### src/sv/keyed_slot_table_lru_budget_core_macros.svh
`ifndef KEYED_SLOT_TABLE_LRU_BUDGET_CORE_MACROS_SVH
`define KEYED_SLOT_TABLE_LRU_BUDGET_CORE_MACROS_SVH

// Same-cycle implication, sampled on the block clock, off during reset.
`define KSL_ASSERT_NOW(label, ante, cons) \
    label: assert property (@(posedge i_clk) disable iff (!i_rst_n) (ante) |-> (cons)) \
        else $error("assertion failed: label");

// Next-cycle implication, sampled on the block clock, off during reset.
`define KSL_ASSERT_NEXT(label, ante, cons) \
    label: assert property (@(posedge i_clk) disable iff (!i_rst_n) (ante) |=> (cons)) \
        else $error("assertion failed: label");

`endif

### src/sv/ksl_pkg.sv
`default_nettype none
package ksl_pkg;

    localparam int MAX_SLOTS_DEF = 32;
    localparam int SIDX_W = 6;
    localparam int KEY_W = 64;
    localparam int HND_W = 32;
    localparam int CELL_W = 5;
    localparam int FB_W = 21;
    localparam int STAMP_W = 32;
    localparam int BYTE_W = 32;
    localparam int SIZE_MAX = 16;
    localparam int BPP_SHIFT = 2;

    typedef logic [SIDX_W-1:0] t_sidx;

    localparam t_sidx NO_SLOT = '1;

    localparam logic [2:0] K_PUT = 3'd0;
    localparam logic [2:0] K_FIND = 3'd1;
    localparam logic [2:0] K_DROP = 3'd2;
    localparam logic [2:0] K_CLEAR = 3'd3;
    localparam logic [2:0] K_GET = 3'd4;

    localparam logic RK_FINAL = 1'b0;
    localparam logic RK_NOTICE = 1'b1;

    localparam logic [2:0] CFG_BUDGET = 3'd0;
    localparam logic [2:0] CFG_CPW = 3'd1;
    localparam logic [2:0] CFG_CPH = 3'd2;
    localparam logic [2:0] CFG_EVICT = 3'd3;

    typedef struct packed {
        logic               mfound;
        t_sidx              midx;
        logic               ffound;
        t_sidx              fidx;
        logic               lfound;
        t_sidx              lidx;
        logic [STAMP_W-1:0] lstamp;
    } t_tok;

    typedef struct packed {
        logic               wr;
        logic               st;
        logic               wipe;
        logic               clr_all;
        t_sidx              idx;
        logic [KEY_W-1:0]   key;
        logic [HND_W-1:0]   handle;
        logic [CELL_W-1:0]  w;
        logic [CELL_W-1:0]  h;
        logic [FB_W-1:0]    fb;
        logic [STAMP_W-1:0] stamp;
    } t_cmd;

    typedef struct packed {
        logic               occ;
        logic [KEY_W-1:0]   key;
        logic [HND_W-1:0]   handle;
        logic [CELL_W-1:0]  w;
        logic [CELL_W-1:0]  h;
        logic [FB_W-1:0]    fb;
    } t_slot;

    typedef struct packed {
        logic               last;
        logic               rk;
        logic [BYTE_W-1:0]  bytes;
        logic [FB_W-1:0]    fb;
        logic [CELL_W-1:0]  h;
        logic [CELL_W-1:0]  w;
        logic [HND_W-1:0]   handle;
        logic [KEY_W-1:0]   key;
        t_sidx              idx;
    } t_res;

    function automatic logic [BYTE_W-1:0] sat_sub(input logic [BYTE_W-1:0] a,
                                                  input logic [BYTE_W-1:0] b);
        logic [BYTE_W-1:0] r;
        r = (a < b) ? '0 : a - b;
        return r;
    endfunction

endpackage
`default_nettype wire

### src/sv/ksl_cost.sv
`default_nettype none
module ksl_cost (
    input  logic                         i_clk,
    input  logic [ksl_pkg::CELL_W-1:0]   i_w,
    input  logic [ksl_pkg::CELL_W-1:0]   i_h,
    input  logic [7:0]                   i_cpw,
    input  logic [7:0]                   i_cph,
    output logic [ksl_pkg::BYTE_W-1:0]   o_cost
);

    logic [ksl_pkg::CELL_W+7:0]       r_a;
    logic [ksl_pkg::CELL_W+7:0]       r_b;
    logic [2*(ksl_pkg::CELL_W+8)-1:0] r_c;

    always_ff @(posedge i_clk) begin
        r_a <= i_w * i_cpw;
        r_b <= i_h * i_cph;
        r_c <= r_a * r_b;
    end

    assign o_cost = ksl_pkg::BYTE_W'(r_c) << ksl_pkg::BPP_SHIFT;

endmodule
`default_nettype wire

### config.mk
export PLATFORM = sky130hd
export DESIGN_NAME = ksl_cost
export DESIGN_NICKNAME = d
export VERILOG_FILES = /design/src/sv/keyed_slot_table_lru_budget_core_macros.svh /design/src/sv/ksl_pkg.sv /design/src/sv/ksl_cost.sv
export SDC_FILE = /design/constraint.sdc
export NUM_CORES = 1
export LEC_CHECK = 0
export BUFFER_PORTS_ARGS = -buffer_cell sky130_fd_sc_hd__buf_2
export CORE_MARGIN = 4
export CORE_UTILIZATION = 50
export DETAILED_ROUTE_END_ITERATION = 16
export GPL_TIMING_DRIVEN = 0
export PLACE_DENSITY = 0.68
export SYNTH_ARGS = -nofsm -noshare
export SYNTH_HDL_FRONTEND = slang
export SYNTH_SLANG_ARGS = --single-unit
### constraint.sdc
create_clock -name i_clk -period 10.25 [get_ports i_clk]
set_input_delay 0.5125 -clock i_clk [delete_from_list [all_inputs] [get_ports i_clk]]
set_output_delay 0.5125 -clock i_clk [all_outputs]
set_load 0.02 [all_outputs]
==> impl_metrics.ini <==
[worst_setup_path]
path_max_fanout = 10
r2r-start = r_a[7]
arrival_ps = 5920
cp-end-kind = flip-flop
criticalPathCategory = reg2reg
worstSetupStartpoint = r_a[7]
start_kind = flip-flop
required_ps = 10430

[sta]
rsz0062_at_grt = false
fin_crit_ps = 5740
finalSetupViolCount = 0
clock.fmax_mhz = 174
tns_ps = 0
hold_viol = 0
tightest_slew_ps = 610
finalClockSkew_ps = 13.5
slew_headroom_pct = 59.3
fin_crit_sh_pct = 56.0
drv_slew = 0

[routing]
wl_per_cell_um = 13.8
drtIter0Drc = 332
ant_nets = 0
drt-pass1-iter-count = 4
wirelength_um = 18000
vias = 6573
remaining_drc_errors = 0
drt-vias-per-instance = 5.02

[yosys]
synth_area_leaders = fa_1 (35%), ha_1 (16%), dfxtp_1 (11%), inv_1 (8.9%), and2_1 (8.1%)
ys_seq_elements = 52
yosys_warnings = 0
synth-compound-area-share_pct = 7.25
ys_seq_area_share_pct = 11.5
postSynthCellCount = 1015
synth_mux_area_share_pct = 0.234
synth-xor-area-share_pct = 3.28
netlist_area_um2 = 9080
synth_area_per_cell_um2 = 8.94
synthSimpleGateAreaFrac_pct = 16.8
yosys.area.top_type = fa_1
yosysTopAreaCellShare_pct = 34.6
synth_fa_ha_area_share_pct = 50.2
synth.distinct_cells = 49
synth_top_family_by_area = adder cells

[clock_tree]
post_cts_buffers = 0
holdBufCountCts = 0
cts_buffers = 5
cts_tree = yes
cts_buffer_depth = 2
worstSkewPairLatency_ps = 310
root_buffer = clkbuf_16
cts_sinks = 52
cts.clk_slew.worst_paths_ps = 80
htreeDepth = 2
ctsResizeCount = 0

[global_routing]
grt_pass1_wl_um = 31900
grt_pass1_vias = 6815
track_usage_pct = 19.3
gr-total-overflow = 0
antenna_found_initial = 0
grt_max_degree = 17

[floorplanning]
num_io_pins = 59
design.die.area_um2 = 20400
die_w_um = 143
die_h_um = 143
rows = 49
start_util_pct = 50.7
core_um2 = 17900

[outcome]
status = complete, no violations

[placed_design]
io_buffers = 52
dp_hpwl_um = 15200
gp_congestion = 0.894

[worst_hold_path]
hold_path_class = in2reg
hold_path_startpoint = i_cpw[0]

[run]
drv_cap = 0

[final_layout]
area_delta_synth_final_pct = 7.83
finalNetCount = 1376
diodes = 0
drive_gt1_share_pct = 7.04
-- routing by layer --
metal / share of wire [%] / global-route usage (%) / wire [um] / vias to the layer above
li1: - / - / - / 3214
met1: 45 / 26.2 / 8200 / 3220
met2: 49 / 33.3 / 8800 / 123
met3: 4.6 / 2.68 / 839 / 16
met4: 1.1 / 4.05 / 206 / 0
met5: 0 / 0 / 0 / -
-- synth_stat cells (all sizes together) --
cell type	number
dfxtp	52
a311oi	1
nand3	1
a31o	2
o2bb2ai	1
and3	2
ha	113
o211ai	3
mux2	1
nand4b	1
or4	2
and4	1
a41oi	1
clkbuf	28
nand4	8
o311ai	1
o311a	1
o31ai	1
and2	118
xor2	14
a221oi	1
a211o	5
conb	1
a21o	22
nor3	7
buf	8
o21bai	4
or3	1
xnor2	20
o21ai	12
inv	216
mux2i	1
nand2b	3
a31oi	5
a21oi	21
a211oi	6
nor4	1
or2	1
o21a	6
fa	157
nand2	144
nor2	19
nor2b	1
a2111oi	1
-- registers in the layout, summed over array words and instances, names as in the netlist --
register	cells
r_a	13
r_b	13
r_c	26
-- layout make-up --
class	instances	area [um2]
well taps	229	287
plain buffers	36	160
repair buffers	52	260
multi-input cells	716	7090
clock buffers	6	129
fillers	1677	8110
inverters	216	811
flip-flops and latches	52	1040
clock inverters	2	16.3
-- path summary, 6_finish.rpt --
path | endpoint | slack (ps) | depth (start not counted)
max | r_c[22] | 4510 | 19
min | r_a[0] | 460 | 2
max reg2reg | r_c[22] | 4510 | 19
min reg2reg | r_c[0] | 550 | 1
-- kinds of logic (layout without fill, tap and decap cells) --
kind of cell	after synthesis	after routing
AO/OA/AOI/OAI	94	94
AND/OR/NAND/NOR	310	310
flip-flops	52	52
buffers and inverters	252	312
adder cells (fa/ha/maj)	270	270
XOR/XNOR	34	34
other	1	6
multiplexers	2	2
-- worst max-delay path: stages (launching register included) --
cell and delay (ps):
dfxtp_1 370, clkbuf_1 480, nand2_1 160, fa_1 550
inv_1 50, fa_1 490, inv_1 60, fa_1 530
inv_1 50, fa_1 480, inv_1 50, fa_1 470
inv_1 40, ha_1 340, a211o_1 300, a211oi_2 330
o21ai_2 180, a211oi_1 390, o31ai_1 150, xor2_1 150
-- layout by cell type, fill, tap and decap left out, types with 5 or more instances in the layout --
master | Yosys | final
xnor2_1 | 20 | 20
and2_1 | 118 | 118
fa_1 | 157 | 157
clkbuf_16 | 0 | 5
nand2_1 | 144 | 144
a21oi_1 | 21 | 21
dfxtp_1 | 52 | 52
nor3_1 | 7 | 7
nand4_1 | 8 | 8
a31oi_1 | 5 | 5
conb_1 | 1 | 6
a21o_1 | 21 | 21
inv_1 | 216 | 216
o21a_1 | 6 | 6
o21ai_0 | 10 | 10
a211o_1 | 5 | 5
buf_4 | 6 | 6
xor2_1 | 14 | 14
clkbuf_1 | 28 | 29
nor2_1 | 19 | 19
ha_1 | 113 | 113
buf_2 | 2 | 54
-- stage by stage --
| step | worst slack (ps) | cell area (um2) | utilization, % | hold slack (ps) | std cells |
|---|---|---|---|---|---|
| floorplan | 5210 | 9100 | - | 457 | 1020 |
| global placement | 4500 | 9640 | 53.9 | 536 | 1301 |
| detailed placement | 4490 | 9640 | 53.9 | 534 | 1301 |
| CTS | 4480 | 9790 | 54.7 | 456 | 1309 |
| global route | 4150 | 9790 | 54.7 | 478 | 1309 |
| finish | 4510 | 9790 | 54.7 | 462 | 1309 |
Power is not shown: default switching activity piles up to over one toggle a cycle in this logic, so the estimate is an artifact.
