==> src/sv/keyed_slot_table_lru_budget_core_macros.svh <==
`ifndef KEYED_SLOT_TABLE_LRU_BUDGET_CORE_MACROS_SVH
`define KEYED_SLOT_TABLE_LRU_BUDGET_CORE_MACROS_SVH

// Same-cycle implication, sampled on the block clock, off during reset.
`define KSL_ASSERT_NOW(label, ante, cons) \
    label: assert property (@(posedge i_clk) disable iff (!i_rst_n) (ante) |-> (cons)) \
        else $error("assertion failed: label");

// Next-cycle implication, sampled on the block clock, off during reset.
`define KSL_ASSERT_NEXT(label, ante, cons) \
    label: assert property (@(posedge i_clk) disable iff (!i_rst_n) (ante) |=> (cons)) \
        else $error("assertion failed: label");

`endif

==> src/sv/ksl_pkg.sv <==
`default_nettype none
package ksl_pkg;

    localparam int MAX_SLOTS_DEF = 32;
    localparam int SIDX_W = 6;
    localparam int KEY_W = 64;
    localparam int HND_W = 32;
    localparam int CELL_W = 5;
    localparam int FB_W = 21;
    localparam int STAMP_W = 32;
    localparam int BYTE_W = 32;
    localparam int SIZE_MAX = 16;
    localparam int BPP_SHIFT = 2;

    typedef logic [SIDX_W-1:0] t_sidx;

    localparam t_sidx NO_SLOT = '1;

    localparam logic [2:0] K_PUT = 3'd0;
    localparam logic [2:0] K_FIND = 3'd1;
    localparam logic [2:0] K_DROP = 3'd2;
    localparam logic [2:0] K_CLEAR = 3'd3;
    localparam logic [2:0] K_GET = 3'd4;

    localparam logic RK_FINAL = 1'b0;
    localparam logic RK_NOTICE = 1'b1;

    localparam logic [2:0] CFG_BUDGET = 3'd0;
    localparam logic [2:0] CFG_CPW = 3'd1;
    localparam logic [2:0] CFG_CPH = 3'd2;
    localparam logic [2:0] CFG_EVICT = 3'd3;

    typedef struct packed {
        logic               mfound;
        t_sidx              midx;
        logic               ffound;
        t_sidx              fidx;
        logic               lfound;
        t_sidx              lidx;
        logic [STAMP_W-1:0] lstamp;
    } t_tok;

    typedef struct packed {
        logic               wr;
        logic               st;
        logic               wipe;
        logic               clr_all;
        t_sidx              idx;
        logic [KEY_W-1:0]   key;
        logic [HND_W-1:0]   handle;
        logic [CELL_W-1:0]  w;
        logic [CELL_W-1:0]  h;
        logic [FB_W-1:0]    fb;
        logic [STAMP_W-1:0] stamp;
    } t_cmd;

    typedef struct packed {
        logic               occ;
        logic [KEY_W-1:0]   key;
        logic [HND_W-1:0]   handle;
        logic [CELL_W-1:0]  w;
        logic [CELL_W-1:0]  h;
        logic [FB_W-1:0]    fb;
    } t_slot;

    typedef struct packed {
        logic               last;
        logic               rk;
        logic [BYTE_W-1:0]  bytes;
        logic [FB_W-1:0]    fb;
        logic [CELL_W-1:0]  h;
        logic [CELL_W-1:0]  w;
        logic [HND_W-1:0]   handle;
        logic [KEY_W-1:0]   key;
        t_sidx              idx;
    } t_res;

    function automatic logic [BYTE_W-1:0] sat_sub(input logic [BYTE_W-1:0] a,
                                                  input logic [BYTE_W-1:0] b);
        logic [BYTE_W-1:0] r;
        r = (a < b) ? '0 : a - b;
        return r;
    endfunction

endpackage
`default_nettype wire

==> src/sv/ksl_cell.sv <==
`default_nettype none
module ksl_cell #(
    parameter int IDX = 0
) (
    input  logic           i_clk,
    input  logic           i_rst_n,
    input  ksl_pkg::t_cmd  i_cmd,
    input  logic [ksl_pkg::KEY_W-1:0] i_key,
    input  logic           i_vis,
    input  logic           i_live,
    input  ksl_pkg::t_tok  i_tok,
    output ksl_pkg::t_tok  o_tok,
    output ksl_pkg::t_slot o_slot
);

    localparam ksl_pkg::t_sidx MY_IDX = ksl_pkg::t_sidx'(IDX);

    logic                             r_valid;
    logic [ksl_pkg::KEY_W-1:0]        r_key;
    logic [ksl_pkg::HND_W-1:0]        r_handle;
    logic [ksl_pkg::CELL_W-1:0]       r_w;
    logic [ksl_pkg::CELL_W-1:0]       r_h;
    logic [ksl_pkg::FB_W-1:0]         r_fb;
    logic [ksl_pkg::STAMP_W-1:0]      r_stamp;
    ksl_pkg::t_tok                    r_tok;
    ksl_pkg::t_tok                    n_tok;
    logic                             hit;
    logic                             cand;

    assign hit = (i_cmd.idx == MY_IDX);
    assign cand = i_live && r_valid && !i_vis;

    always_comb begin
        n_tok = i_tok;
        if (!i_tok.mfound && i_live && r_valid && (r_key == i_key)) begin
            n_tok.mfound = 1'b1;
            n_tok.midx = MY_IDX;
        end
        if (!i_tok.ffound && i_live && !r_valid) begin
            n_tok.ffound = 1'b1;
            n_tok.fidx = MY_IDX;
        end
        if (cand && (!i_tok.lfound || (r_stamp < i_tok.lstamp))) begin
            n_tok.lfound = 1'b1;
            n_tok.lidx = MY_IDX;
            n_tok.lstamp = r_stamp;
        end
    end

    always_ff @(posedge i_clk) begin
        if (!i_rst_n) begin
            r_valid <= 1'b0;
            r_tok <= '0;
        end else begin
            r_tok <= n_tok;
            if (i_cmd.clr_all) begin
                r_valid <= 1'b0;
            end else if (hit && i_cmd.wipe) begin
                r_valid <= 1'b0;
            end else if (hit && i_cmd.wr) begin
                r_valid <= 1'b1;
            end
        end
    end

    always_ff @(posedge i_clk) begin
        if (hit && i_cmd.wr) begin
            r_key <= i_cmd.key;
            r_handle <= i_cmd.handle;
            r_w <= i_cmd.w;
            r_h <= i_cmd.h;
            r_fb <= i_cmd.fb;
            r_stamp <= i_cmd.stamp;
        end else if (hit && i_cmd.st) begin
            r_stamp <= i_cmd.stamp;
        end
    end

    assign o_tok = r_tok;
    assign o_slot.occ = r_valid;
    assign o_slot.key = r_valid ? r_key : '0;
    assign o_slot.handle = r_valid ? r_handle : '0;
    assign o_slot.w = r_valid ? r_w : '0;
    assign o_slot.h = r_valid ? r_h : '0;
    assign o_slot.fb = r_valid ? r_fb : '0;

endmodule
`default_nettype wire

==> config.mk <==
export PLATFORM = sky130hd
export DESIGN_NAME = ksl_cell
export DESIGN_NICKNAME = d
export VERILOG_FILES = /design/src/sv/keyed_slot_table_lru_budget_core_macros.svh /design/src/sv/ksl_pkg.sv /design/src/sv/ksl_cell.sv
export SDC_FILE = /design/constraint.sdc
export NUM_CORES = 1
export LEC_CHECK = 0
export ABC_AREA = 0
export ABC_CLOCK_PERIOD_IN_PS = 4010
export BUFFER_PORTS_ARGS = -buffer_cell sky130_fd_sc_hd__buf_2
export CAP_MARGIN = 20
export CORE_AREA = 2 2 181 183
export DETAILED_ROUTE_END_ITERATION = 10
export DIE_AREA = 0 0 183 185
export REMOVE_ABC_BUFFERS = 1
export SLEW_MARGIN = 40
export SYNTH_ARGS = -nofsm -noshare
export SYNTH_HDL_FRONTEND = slang
export SYNTH_SLANG_ARGS = --single-unit
==> constraint.sdc <==
create_clock -name i_clk -period 4.01 [get_ports i_clk]
set_input_delay 0.2005 -clock i_clk [delete_from_list [all_inputs] [get_ports i_clk]]
set_output_delay 0.2005 -clock i_clk [all_outputs]
set_load 0.1 [all_outputs]
==> impl_metrics.toml, run 1 <==
[setup_path]
r2r-start = "r_stamp[22]"
crit_fanout = 24
crit_path_end_kind = "flop"
rr_endpoint = "o_tok[1]"
ff2ff_setup_slack_ps = 1140
cp-start-kind = "flop"
arrival_ps = 3320
required_ps = 4460
path_class = "reg2reg"
r2r_cells = 7

[placed_design]
dp_hpwl_um = 22500
dp.cells = 1556
globalplace.congestion = 0.848
port-buffer-count = 470

[synth]
postSynth.asyncResetShare_pct = 0
synth_top_area_share_pct = 52.7
yosysWarnings = 0
syn_area_per_cell_um2 = 13.0
ys_types = 38
yosysTopAreaCell = "edfxtp_1"
synth_ff_type = "edfxtp_1"
netlist_instances = 695
syn_area_um2 = 9060
ys_seq_area_share_pct = 64.6
synth_edf_count = 159
ys_ff_latch = 213
yosys-top-cells-area = "edfxtp_1 53%, dfxtp_1 12%, and2_1 9.7%, ha_1 4.3%, mux2i_1 3.5%"

[power]
p_leak_uw = 0.00675
powerDensity_nw_per_um2 = 369
total_power_uw = 5510
ir_drop_mv = 0.339

[route]
routedWlPerCell_um = 17.5
drt-pass1-iter-count = 4
vias = 7839
drtIter0Drc = 326
routed_via_density = 4.31
drc = 0
drtAntennaViolNets = 0
finalWirelength_um = 31900

[timing]
setup_viol = 0
final_hold_viol_count = 0
whs_ps = 145
rsz0062_at_grt = "false"
fin_tns_setup_ps = 0
slew_violations = 0
max_slew_margin_pct = 52.2
skew_ps = 10.3
finalCritPeriodShare_pct = 71.6
fmax_mhz = 348
fin_crit_ps = 2870
tightest_slew_ps = 716

[cts]
cts_tree = "built"
cts-buffers-inserted = 26
clk_pin_slew_ps = 60
cts_buffer_depth = 3
h-tree-depth = 1
cts_setup_buffers = 0
cts_num_sinks = 213
clkLatencyLatePin_ps = 530
cts.repair.resized = 0
root_buffer = "clkbuf_16"

[die]
ios = 471
die_area_um2 = 33900
row_count = 66
die_w_um = 183
coreArea_um2 = 32000
fp.dieH_um = 185
initial_core_util_pct = 28.3

[flow_run]
cap_violations = 0

[finish]
fin_util_pct = 46.6
instances_no_fill = 1820
synthToLayoutAreaGrowth_pct = 64.8
drive_above_1_share_pct = 37.3
antennaDiodeCount = 0
layout.nets = 1713

[worst_hold_path]
hold_start = "i_rst_n"
hold_path.class = "in2reg"
holdPathStages = 2
min_to = "o_tok[52]"

[global_route]
grt.overflow.total = 0
grt_max_degree = 115
track_usage_pct = 17.9
antenna_found_initial = 2
grt_pass1_wl_um = 46300
first_global_vias = 8188

[run_status]
status = "finished, final reports clean"
kinds of logic after synthesis:
group	count (synthesis)	synth area share, %
XOR/XNOR	64	6.19
adder cells (fa/ha/maj)	31	4.28
multiplexers	32	3.54
AO/OA/AOI/OAI	32	2.38
buffers and inverters	60	2.98
flip-flops	213	64.6
AND/OR/NAND/NOR	263	16.0
cells in the final DEF, fill, tap and decap left out, drive strengths merged, types with 10 or more instances in the layout:
master       instances
a21oi               14
and2               140
buf                479
clkbuf              34
clkinv              10
dfxtp               54
dlygate4sd3        216
edfxtp             159
ha                  31
inv                 34
mux2i               32
nand2               73
nand4               14
nor4                10
xnor2               33
xor2                31
synth_stat cells (3+ instances only):
| library cell | count |
|---|---|
| o21a_1 | 3 |
| nand4_1 | 14 |
| xnor2_1 | 33 |
| xor2_1 | 31 |
| nor2_1 | 8 |
| nor3_1 | 3 |
| nand2_1 | 73 |
| a21oi_1 | 14 |
| nand3_1 | 4 |
| inv_1 | 33 |
| ha_1 | 31 |
| dfxtp_1 | 54 |
| nor4_1 | 10 |
| o211ai_1 | 3 |
| nor3b_1 | 6 |
| mux2i_1 | 32 |
| and2_1 | 140 |
| clkbuf_1 | 21 |
| edfxtp_1 | 159 |
power by group:
group / internal [µW] / total [µW] / switching [µW]
logic: 314 / 718 / 404
registers: 2410 / 2420 / 14.7
clock network: 1430 / 2370 / 942
final cells by class:
class	count	area (µm²)
Tap cell	408	510
Inverter	34	128
Multi-Input combinational cell	422	2950
Fill cell	2860	17100
Timing Repair Buffer	695	4610
Clock inverter	14	129
Clock buffer	34	742
Sequential cell	213	5860
worst max-delay path by stage:
| stage | start | end | slack (ps) |
|---|---|---|---|
| 6_report | r_stamp[22] | o_tok[1] | 1140 |
| 5_1_grt | r_stamp[22] | o_tok[1] | 1030 |
| 4_1_cts | r_stamp[22] | o_tok[8] | 1140 |
| 3_5_place_dp | r_stamp[17] | o_tok[14] | 1190 |
| 3_3_place_gp | r_stamp[19] | o_tok[10] | 1260 |
| 2_1_floorplan | r_valid | o_tok[0] | -790 |
what timing repair did:
item                                   in CTS  in global routing
hold buffers                              216                  0
setup endpoints to repair                   0                  0
endpoints found under the hold margin     213                  0
metal layers:
metal	global-route usage, %	vias up	part of all wire [%]
met1	20.4	3661	39
met4	6.34	4	3.6
met3	4.74	61	7.3
met5	0	-	0.085
met2	32.3	326	50
li1	-	3787	-
through the flow:
stage | setup slack, ps | area [µm²]
floorplan | -785 | 8910
global placement | 1260 | 11900
detailed placement | 1190 | 11900
CTS | 1140 | 14900
global route | 1030 | 14900
finish | 1140 | 14900
registers in the layout, indices dropped and copies added, names as in the netlist:
name and flops:
r_h 5, o_tok 53, r_w 5, r_handle 32, r_fb 21, r_key 64, r_stamp 32, r_valid 1
worst max-delay path, stage by stage, from the launching register on:
cell	delay [ps]
edfxtp_1	410
ha_1	330
and4_1	250
a221o_1	320
a211o_1	320
a41oi_4	590
buf_12	290
mux2i_1	250
No activity file was read; power rests on OpenSTA's default activity.
==> inputs of run 2 (changes only) <==
--- a/config.mk
+++ b/config.mk
@@ -6,7 +6,7 @@
 export NUM_CORES = 1
 export LEC_CHECK = 0
 export ABC_AREA = 0
-export ABC_CLOCK_PERIOD_IN_PS = 4010
+export ABC_CLOCK_PERIOD_IN_PS = 3000
 export BUFFER_PORTS_ARGS = -buffer_cell sky130_fd_sc_hd__buf_2
 export CAP_MARGIN = 20
 export CORE_AREA = 2 2 181 183
==> constraint.sdc (replaced) <==
create_clock -name i_clk -period 3 [get_ports i_clk]
set_input_delay 0.15 -clock i_clk [delete_from_list [all_inputs] [get_ports i_clk]]
set_output_delay 0.15 -clock i_clk [all_outputs]
set_load 0.1 [all_outputs]
==> run 2 against run 1 <==
  * Setup slack worse by 610 ps
  * First-iteration DRC count fell by 19%
  * Design area is 0.28% higher
  * Routed wire length is 0.96% lower
  * Clock power rose by 36%
  * Critical path depth grew 1
  * Clock skew rose by 0.85 ps
  * Utilization is 0.13 points higher
  * Global-route usage fell by 0.36 points
  * Highest routed layer unchanged
==> impl_metrics.toml, run 2 (synthesis gave the netlist of run 1 again) <==
[route]
drc = 0
drt-pass1-iter-count = 4
routed_via_density = 4.33
routedWlPerCell_um = 17.3
finalWirelength_um = 31600
vias = 7882
drtIter0Drc = 263
drtAntennaViolNets = 0

[finish]
drive_above_1_share_pct = 37.0
largest-register = "r_key"
layout.nets = 1714
final_common_cell = "buf_2"
fin_area_um2 = 15000
synthToLayoutAreaGrowth_pct = 65.3
layout_common_cells = "470 x buf_2, 216 x dlygate4sd3_1, 159 x edfxtp_1"
largest_reg_flops = 64

[power]
powerDensity_nw_per_um2 = 496
switching_power_uw = 1780
total_power_uw = 7420
p_sw_share_pct = 23.9
ir_drop_mv = 0.419
power_frac_seq_pct = 43.6
p_leak_uw = 0.00677
clkPwrFrac_pct = 43.5
pwr-share-comb_pct = 13.0
intPower_uw = 5650

[cts]
cts_num_sinks = 213
cts-buffers-inserted = 26
h-tree-depth = 1
hold_buffers = 216
cts_tree = "built"
root_buffer = "clkbuf_16"
clkLatencyLatePin_ps = 530
clk_pin_slew_ps = 60
cts.repair.resized = 0
cts_buffer_depth = 3
cts_setup_buffers = 0

[setup_path]
crit_path_end_kind = "flop"
arrival_ps = 2920
slowest_delay_ps = 410
cpMaxStageDelayCell = "edfxtp_1"
cp-start-kind = "flop"
path_cells = "ha_1, a21oi_1, o21ai_1, a221o_1, a211o_1, a41oi_4, buf_4, mux2i_1"
rr_endpoint = "o_tok[20]"
r2r_cells = 8
crit_fanout = 16
required_ps = 3450
ff2ff_setup_slack_ps = 530
path_class = "reg2reg"
r2r-start = "r_stamp[17]"

[die]
initial_core_util_pct = 28.3
ios = 471
coreArea_um2 = 32000
die_w_um = 183
fp.dieH_um = 185
die_area_um2 = 33900
row_count = 66

[timing]
finalCritPeriodShare_pct = 82.4
fin_tns_setup_ps = 0
max_slew_margin_pct = 64.2
fmax_mhz = 405
skew_ps = 11.2
slew_violations = 0
tightest_slew_ps = 540
fin_crit_ps = 2470
rsz0062_at_grt = "false"
setup_viol = 0
final_hold_viol_count = 0

[placed_design]
dp_hpwl_um = 22400
port-buffer-count = 470
place_area_um2 = 11900
globalplace.congestion = 0.820

[global_route]
antenna_found_initial = 4
grt_max_degree = 131
grt.overflow.total = 0
track_usage_pct = 17.5
grt_pass1_wl_um = 45500
first_global_vias = 8135

[worst_hold_path]
min_to = "o_tok[45]"
holdPathStages = 3
hold_start = "i_rst_n"
hold_path.class = "in2reg"

[run_status]
status = "finished, final reports clean"

[flow_run]
cap_violations = 0
[run 2: changes by cell type in the layout (fill, tap and decap cells not counted), sizes merged]
cell,before,now
bufinv,2,1
clkinvlp,2,0
clkinv,10,3
buf,479,480
inv,34,33
diode,0,1
clkbuf,34,45
[run 2: worst max path at each step]
stage / startpoint / end / cells past startpoint
2_1_floorplan: r_valid / o_tok[0] / 6
3_3_place_gp: r_stamp[19] / o_tok[29] / 8
3_5_place_dp: r_stamp[17] / o_tok[20] / 8
4_1_cts: r_stamp[17] / o_tok[26] / 8
5_1_grt: r_stamp[19] / o_tok[20] / 8
6_report: r_stamp[17] / o_tok[20] / 8
[run 2: power groups by stage]
stage / logic (µW) / registers [µW] / clock network (µW)
2_1_floorplan: 145 / 3570 / 0
3_3_place_gp: 714 / 3300 / 0
5_1_grt: 1020 / 3240 / 3440
3_5_place_dp: 725 / 3300 / 0
4_1_cts: 957 / 3230 / 3310
6_report: 962 / 3240 / 3230
[run 2: layer usage]
metal	routed length [µm]	GRT usage, %
met2	16000	32.4
met1	12100	19.6
met3	2370	4.74
met5	44	0
met4	1010	5.54
[run 2: critical path: cells and delay by family, from the launching register on]
family,cells,cell delay [ps]
compound gates,5,1130
flops,1,410
fa+ha+maj,1,320
buf+inv,1,300
mux,1,250
[run 2: cell type report]
type | count | area [µm²]
fillers | 2897 | 17100
flip-flops and latches | 213 | 5860
repair buffers | 696 | 4630
multi-input cells | 422 | 2950
clock buffers | 45 | 856
well taps | 408 | 510
inverters | 34 | 128
clock inverters | 3 | 43.8
diodes | 1 | 2.50
[run 2: through the flow]
stage | util (%) | worst slack [ps] | hold slack (ps) | instances
floorplan | - | -1800 | 233 | 669
global placement | 37.2 | 630 | 326 | 1557
detailed placement | 37.2 | 549 | 328 | 1557
CTS | 46.7 | 541 | 63.9 | 1821
global route | 46.7 | 382 | 79.3 | 1822
finish | 46.7 | 529 | 73.7 | 1822
